`src/rtl/assert_macros.svh`:
```
// Assertion shorthands for the device table RTL.
// Expects signals named clk and rst_n in the including scope.
`ifndef ASSERT_MACROS_SVH
`define ASSERT_MACROS_SVH

// Property must hold at every clock edge outside reset.
`define KDT_ASSERT(name, prop, msg) \
    name: assert property (@(posedge clk) disable iff (!rst_n) (prop)) \
        else $error(msg);

// Expression must never be true outside reset.
`define KDT_ASSERT_NEVER(name, expr, msg) \
    name: assert property (@(posedge clk) disable iff (!rst_n) !(expr)) \
        else $error(msg);

`endif

```
`src/rtl/kdt_pkg.sv`:
```
// Shared types and codes for the keyed device table.
// No dependencies; used by kdt_cell and keyed_device_table.
`default_nettype none

package kdt_pkg;

    localparam int KEY_BITS          = 48;
    localparam int OUT_HANDLE_BITS   = 16;
    localparam int COUNT_FIELD_BITS  = 6;

    localparam logic ACT_ADD  = 1'b0;
    localparam logic ACT_FIND = 1'b1;

    typedef enum logic [2:0] {
        ST_ADDED     = 3'd0,
        ST_UPDATED   = 3'd1,
        ST_FOUND     = 3'd2,
        ST_NOT_FOUND = 3'd3,
        ST_FULL      = 3'd4
    } status_t;

    // Request as it walks the chain of cells.
    typedef struct packed {
        logic                valid;
        logic                action;
        logic                hit;
        logic                appended;
        logic [KEY_BITS-1:0] key;
    } kdt_token_t;

endpackage

`default_nettype wire

```
`src/rtl/kdt_cell.sv`:
```
// One table entry: stores a key and handle, checks a passing request against them.
// Depends on kdt_pkg.
`default_nettype none

module kdt_cell #(
    parameter int INDEX       = 0,
    parameter int CNT_BITS    = 6,
    parameter int HANDLE_BITS = 16
) (
    input  wire logic                   clk,
    input  wire logic                   rst_n,
    input  wire logic [CNT_BITS-1:0]    used_count,
    input  wire kdt_pkg::kdt_token_t    tok_in,
    input  wire logic [HANDLE_BITS-1:0] hnd_in,
    input  wire logic [HANDLE_BITS-1:0] fnd_in,
    output kdt_pkg::kdt_token_t         tok_out,
    output logic      [HANDLE_BITS-1:0] hnd_out,
    output logic      [HANDLE_BITS-1:0] fnd_out
);

    logic [kdt_pkg::KEY_BITS-1:0] key_reg;
    logic [HANDLE_BITS-1:0]       handle_reg;
    kdt_pkg::kdt_token_t          tok_reg;
    kdt_pkg::kdt_token_t          tok_next;
    logic [HANDLE_BITS-1:0]       hnd_reg;
    logic [HANDLE_BITS-1:0]       fnd_reg;
    logic [HANDLE_BITS-1:0]       fnd_next;
    logic                         in_use;
    logic                         match;
    logic                         append_here;

    assign in_use = CNT_BITS'(INDEX) < used_count;
    assign match  = tok_in.valid && in_use && !tok_in.hit && (tok_in.key == key_reg);
    // First free slot: every valid entry has already been checked upstream.
    assign append_here = tok_in.valid && !tok_in.hit && (tok_in.action == kdt_pkg::ACT_ADD)
                         && (CNT_BITS'(INDEX) == used_count);

    always_comb
    begin
        tok_next          = tok_in;
        tok_next.hit      = tok_in.hit | match;
        tok_next.appended = tok_in.appended | append_here;
        fnd_next          = fnd_in;
        if (match && tok_in.action == kdt_pkg::ACT_FIND)
        begin
            fnd_next = handle_reg;
        end
    end

    always_ff @(posedge clk)
    begin
        if (match && tok_in.action == kdt_pkg::ACT_ADD)
        begin
            handle_reg <= hnd_in;
        end
        else if (append_here)
        begin
            key_reg    <= tok_in.key;
            handle_reg <= hnd_in;
        end
        hnd_reg <= hnd_in;
        fnd_reg <= fnd_next;
    end

    always_ff @(posedge clk or negedge rst_n)
    begin
        if (!rst_n)
        begin
            tok_reg <= '0;
        end
        else
        begin
            tok_reg <= tok_next;
        end
    end

    assign tok_out = tok_reg;
    assign hnd_out = hnd_reg;
    assign fnd_out = fnd_reg;

endmodule

`default_nettype wire

```
`src/rtl/keyed_device_table.sv`:
```
// Keyed device table top level: chain of kdt_cell entries plus result registers.
// Depends on kdt_pkg, kdt_cell and assert_macros.svh.
//
// Usage:
//   Input channel (in_valid/in_ready) carries action, key_address and
//   device_handle. Output channel (out_valid/out_ready) carries status,
//   found_handle and entry_count, one result per request, in order.
//   A request walks a row of DEPTH cells, one cell per cycle; each cell
//   compares the key with its entry, updates or reads its handle, and the
//   first free cell takes the key when an add misses. One request is in
//   the chain at a time. in_ready stays low from accept until the result
//   moves into the output register. A finished result waits in a holding
//   register, so one more request can walk the chain while the receiver
//   stalls; after that, in_ready stays low until the receiver takes the
//   output.
//   Reset empties the table (entry count zero) and drops all requests in
//   flight; no clearing pass is needed.
`default_nettype none

`include "assert_macros.svh"

module keyed_device_table #(
    parameter int DEPTH       = 32,
    parameter int HANDLE_BITS = 16
) (
    input  wire logic                                    clk,
    input  wire logic                                    rst_n,
    input  wire logic                                    in_valid,
    output logic                                         in_ready,
    input  wire logic                                    action,
    input  wire logic [kdt_pkg::KEY_BITS-1:0]            key_address,
    input  wire logic [kdt_pkg::OUT_HANDLE_BITS-1:0]     device_handle,
    output logic                                         out_valid,
    input  wire logic                                    out_ready,
    output logic [2:0]                                   status,
    output logic [kdt_pkg::OUT_HANDLE_BITS-1:0]          found_handle,
    output logic [kdt_pkg::COUNT_FIELD_BITS-1:0]         entry_count
);

    localparam int CNT_BITS = $clog2(DEPTH + 1);
    localparam int OHB      = kdt_pkg::OUT_HANDLE_BITS;
    localparam int CFB      = kdt_pkg::COUNT_FIELD_BITS;

    kdt_pkg::kdt_token_t    tok   [DEPTH+1];
    logic [HANDLE_BITS-1:0] hnd   [DEPTH+1];
    logic [HANDLE_BITS-1:0] fnd   [DEPTH+1];

    logic                   busy_reg;
    logic [CNT_BITS-1:0]    count_reg;
    logic [CNT_BITS-1:0]    count_next;
    logic                   done_valid_reg;
    kdt_pkg::status_t       done_status_reg;
    logic [OHB-1:0]         done_found_reg;
    logic [CFB-1:0]         done_count_reg;
    logic                   out_valid_reg;
    kdt_pkg::status_t       out_status_reg;
    logic [OHB-1:0]         out_found_reg;
    logic [CFB-1:0]         out_count_reg;

    logic                   accept;
    logic                   move_out;
    kdt_pkg::kdt_token_t    tail;
    kdt_pkg::status_t       tail_status;
    logic [OHB-1:0]         tail_found;
    logic [CFB-1:0]         tail_count;
    logic [HANDLE_BITS+OHB-1:0] in_handle_ext;
    logic [HANDLE_BITS+OHB-1:0] found_ext;
    logic [CNT_BITS+CFB-1:0]    count_ext;

    assign in_ready = !busy_reg;
    assign accept   = in_valid && in_ready;
    assign move_out = done_valid_reg && (!out_valid_reg || out_ready);

    // Fit the 16-bit handle field to the stored width.
    assign in_handle_ext = {{HANDLE_BITS{1'b0}}, device_handle};

    // Fields in order: valid, action, hit, appended, key.
    assign tok[0] = {accept, action, 1'b0, 1'b0, key_address};
    assign hnd[0] = in_handle_ext[HANDLE_BITS-1:0];
    assign fnd[0] = '0;

    for (genvar i = 0; i < DEPTH; i++)
    begin : g_cell
        kdt_cell #(
            .INDEX       (i),
            .CNT_BITS    (CNT_BITS),
            .HANDLE_BITS (HANDLE_BITS)
        ) u_cell (
            .clk        (clk),
            .rst_n      (rst_n),
            .used_count (count_reg),
            .tok_in     (tok[i]),
            .hnd_in     (hnd[i]),
            .fnd_in     (fnd[i]),
            .tok_out    (tok[i+1]),
            .hnd_out    (hnd[i+1]),
            .fnd_out    (fnd[i+1])
        );
    end

    assign tail       = tok[DEPTH];
    assign count_next = count_reg + CNT_BITS'(tail.appended);
    assign found_ext  = {{OHB{1'b0}}, fnd[DEPTH]};
    assign count_ext  = {{CFB{1'b0}}, count_next};
    assign tail_found = found_ext[OHB-1:0];
    assign tail_count = count_ext[CFB-1:0];

    always_comb
    begin
        if (tail.action == kdt_pkg::ACT_ADD)
        begin
            if (tail.hit)
                tail_status = kdt_pkg::ST_UPDATED;
            else if (tail.appended)
                tail_status = kdt_pkg::ST_ADDED;
            else
                tail_status = kdt_pkg::ST_FULL;
        end
        else
        begin
            tail_status = tail.hit ? kdt_pkg::ST_FOUND : kdt_pkg::ST_NOT_FOUND;
        end
    end

    always_ff @(posedge clk or negedge rst_n)
    begin
        if (!rst_n)
        begin
            busy_reg       <= 1'b0;
            count_reg      <= '0;
            done_valid_reg <= 1'b0;
            out_valid_reg  <= 1'b0;
        end
        else
        begin
            if (accept)
                busy_reg <= 1'b1;
            else if (move_out)
                busy_reg <= 1'b0;

            if (tail.valid)
                count_reg <= count_next;

            // Hold the finished request until the output register frees up.
            if (tail.valid)
                done_valid_reg <= 1'b1;
            else if (move_out)
                done_valid_reg <= 1'b0;

            if (move_out)
                out_valid_reg <= 1'b1;
            else if (out_ready)
                out_valid_reg <= 1'b0;
        end
    end

    always_ff @(posedge clk)
    begin
        if (tail.valid)
        begin
            done_status_reg <= tail_status;
            done_found_reg  <= tail_found;
            done_count_reg  <= tail_count;
        end
        if (move_out)
        begin
            out_status_reg <= done_status_reg;
            out_found_reg  <= done_found_reg;
            out_count_reg  <= done_count_reg;
        end
    end

    assign out_valid    = out_valid_reg;
    assign status       = out_status_reg;
    assign found_handle = out_found_reg;
    assign entry_count  = out_count_reg;

    `KDT_ASSERT(a_busy_after_accept, accept |=> busy_reg, "busy not set after accept")
    `KDT_ASSERT(a_count_bound, count_reg <= CNT_BITS'(DEPTH), "entry count above depth")
    `KDT_ASSERT_NEVER(a_done_overrun, tail.valid && done_valid_reg,
        "chain result overwrites a held result")
    `KDT_ASSERT(a_count_step,
        (count_reg != $past(count_reg)) |-> $past(tail.valid && tail.appended),
        "entry count changed without an append")

endmodule

`default_nettype wire
```
`config.mk`:
```
export PLATFORM = sky130hd
export DESIGN_NAME = keyed_device_table
export DESIGN_NICKNAME = d
export VERILOG_FILES = /design/src/rtl/kdt_pkg.sv /design/src/rtl/kdt_cell.sv /design/src/rtl/keyed_device_table.sv
export VERILOG_INCLUDE_DIRS = /design/src /design/src/rtl
export SDC_FILE = /design/constraint.sdc
export NUM_CORES = 2
export LEC_CHECK = 0
export BUFFER_PORTS_ARGS = -buffer_cell sky130_fd_sc_hd__buf_2
export CELL_PAD_IN_SITES_DETAIL_PLACEMENT = 1
export CELL_PAD_IN_SITES_GLOBAL_PLACEMENT = 1
export CORE_MARGIN = 4
export CORE_UTILIZATION = 49
export DETAILED_ROUTE_END_ITERATION = 8
export GPL_ROUTABILITY_DRIVEN = 0
export PLACE_DENSITY_LB_ADDON = 0.1
export SYNTH_ARGS = -nofsm -noshare
export SYNTH_HDL_FRONTEND = slang
export SYNTH_SLANG_ARGS = --single-unit
```
`constraint.sdc`:
```
create_clock -name clk -period 7 [get_ports clk]
set_input_delay 1.4 -clock clk [delete_from_list [all_inputs] [get_ports clk]]
set_output_delay 1.4 -clock clk [all_outputs]
set_load 0.03 [all_outputs]
```
==> impl_metrics.ini <==
[global_routing]
grt.overflow.total = 0
grt_max_degree = 146
grt_pass1_wl_um = 510000
track_usage = 0.219
first_global_vias = 73849
antenna_found_initial = 34

[clock_network]
clk_path_buf_depth = 4
clk_pin_slew_ns = 0.07
htreeDepth = 5
postCtsSetupBuffers = 0
ctsResizeCount = 0
cts-root-buf = clkbuf_16
clkSinkCount = 4731
cts_hold_buf = 0
clk_latency_ns = 0.98
cts_buffers = 459
cts_tree = built

[layout]
synthToLayoutAreaGrowth_pct = 14.7
largest_reg_flops = 1616
final_util = 0.566
multiInputGateArea_um2 = 25400
nets = 8655
nFillCells = 26410
final-seq-area_um2 = 124000
finalNonFillerCells = 13086
drive_above_1_share = 0.163

[synthesis]
yosysSeqAreaShare = 0.827
async_reset_ff_frac = 0.343
synth_edf_count = 2098
synth.top_cell.area_share = 0.421
ys_seq_elements = 4731
netlist_top_cells_area = edfxtp_1 42%, dfrtp_1 27%, dfxtp_1 13%, xor2_1 6.3%, mux2_2 3.4%
synthTopCellsByCount = 2098 x edfxtp_1, 1625 x dfrtp_1, 1077 x xor2_1
syn-num-nets = 8065
syn_area_um2 = 150000
synth_area_leader_cell = edfxtp_1
synth.avg_cell_area_um2 = 18.7
yosysMostFrequentCell = edfxtp_1
yosysWarnings = 0
synth.distinct_cells = 66
synthesis.instances = 7993
ys.flop_type = edfxtp_1

[die]
num_rows = 202
die_h_um = 561
die-area_um2 = 315000
core_um2 = 304000
initial_utilization = 0.493
io_pins = 96
die_w_um = 561

[setup_path]
path_depth = 6
slowest_stage = dfrtp_1
end_kind = flop
crit_chain = nor2_1 > nand3b_1 > nand4_1 > nor4_1 > nand3_1 > mux2_2
crit_type = reg2reg
cp.arrival_ns = 5.50
cpPeakStageDelay_ns = 1.16
cp_max_fo = 21
critPathLaunchType = flop
crit_family = simple AND/OR/NAND/NOR gates
required_ns = 7.84
r2r_cells = 6
path_buf_inv = 0

[sta]
tightest_slew_ns = 1.34
max_freq_ghz = 0.215
drv_slew = 0
period_share = 0.665
finalHoldViolations = 0
setup_violations = 0
maxSlewHeadroom = 0.106
layout_setup_ws_ns = 2.35
finalSetupTns_ns = 0
period_minus_slack_ns = 4.65
clock_skew_ns = 0.0671
rsz0062_at_grt = no

[detailed_routing]
vias_per_cell = 5.18
routedWlPerCell_um = 26.3
route.detailed.drc = 0
firstDrtPassIters = 5
postRouteAntennaNets = 0
wirelength_um = 344000
vias = 67769
drt_iter0_drc = 5148

[power_and_ir_drop]
combPwrFrac = 0.012
irDropWorstVdd_mv = 0.231
total_power_uw = 55900
p_sw_frac = 0.208
power_per_cell_area_nw_per_um2 = 325
internal-power_uw = 44200
p_sw_uw = 11600
p_seq_frac = 0.543
p_leak_uw = 0.0658
clkPwrFrac = 0.445

[job]
drv_cap = 0

[place]
dp_cells = 12202
hpwlAfterDp_um = 243000
io_buffers = 95
dp_slack_ns = 2.22

[worst_hold_path]
hp-class = reg2reg
min_path_cells = 0

[outcome]
status = complete, no violations
## metrics by stage
stage               area, um^2  hold slack (ns)
global route            172000            0.336
CTS                     172000            0.322
finish                  172000            0.329
detailed placement      156000            0.335
floorplan               150000            0.327
global placement        156000            0.331
## cells in the final DEF, fill, tap and decap left out, types with 17 or more instances in the layout
cell / Yosys / final
a2111oi_0: 23 / 22
a21oi_1: 19 / 19
and3_1: 19 / 19
buf_2: 27 / 94
buf_4: 4 / 72
bufinv_16: 0 / 27
clkbuf_1: 14 / 122
clkbuf_16: 0 / 468
clkbuf_8: 0 / 102
clkinv_1: 0 / 26
clkinv_2: 0 / 83
clkinvlp_4: 0 / 17
dfrtp_1: 1625 / 1623
dfxtp_1: 1008 / 1008
edfxtp_1: 2098 / 2098
inv_1: 167 / 163
mux2_1: 40 / 40
mux2_2: 458 / 458
nand2_1: 63 / 62
nand2b_1: 98 / 97
nand3_1: 54 / 54
nand4_1: 148 / 148
nor2_1: 36 / 34
nor2b_1: 91 / 91
nor3_1: 44 / 43
nor4_1: 321 / 298
o22ai_1: 39 / 38
or2_2: 31 / 31
or4_1: 25 / 25
xnor2_1: 293 / 293
xor2_1: 1077 / 1077
## area by class of cell
type,count,share of cell area
multi-input cells,3047,0.148
repair buffers,177,0.00711
inverters,167,0.00365
clock buffers,692,0.0790
flip-flops and latches,4731,0.721
well taps,4080,0.0297
diodes,13,0.000189
clock inverters,179,0.0118
## logic make-up after synthesis
group | after synthesis | share of synthesized area
AND/OR/NAND/NOR | 978 | 0.0394
adder cells (fa/ha/maj) | 3 | 0.000251
multiplexers | 498 | 0.0374
buffers and inverters | 215 | 0.00581
flip-flops | 4731 | 0.827
AO/OA/AOI/OAI | 198 | 0.0101
XOR/XNOR | 1370 | 0.0801
## metal layers
metal	vias to the layer above	share of wire	GRT usage
li1	29840	-	-
met1	36067	0.43	0.305
met2	1373	0.50	0.371
met3	489	0.045	0.0312
met4	0	0.023	0.0493
met5	-	0	0
## final timing paths
path / start / endpoint / slack (ns)
setup / recovery: count_reg[1] / g_cell[1].u_cell.fnd_out[4] / 2.35
hold / removal: g_cell[11].u_cell.hnd_out[14] / g_cell[12].u_cell.hnd_out[14] / 0.33
setup reg to reg: count_reg[1] / g_cell[1].u_cell.fnd_out[4] / 2.35
hold reg to reg: g_cell[11].u_cell.hnd_out[14] / g_cell[12].u_cell.hnd_out[14] / 0.33
max in group asynchronous: rst_n / g_cell[9].u_cell.tok_out[4] / 4.70
min in group asynchronous: rst_n / g_cell[18].u_cell.tok_out[13] / 0.46
## power by group through the flow
stage          combinational (uW)  sequential [uW]  clock [uW]
5_1_grt                       773            30400       26700
2_1_floorplan                 328            30400           0
3_3_place_gp                  677            30900           0
4_1_cts                       704            30400       25500
3_5_place_dp                  695            30900           0
6_report                      682            30300       24900
Power figures use the tool's default switching activity.
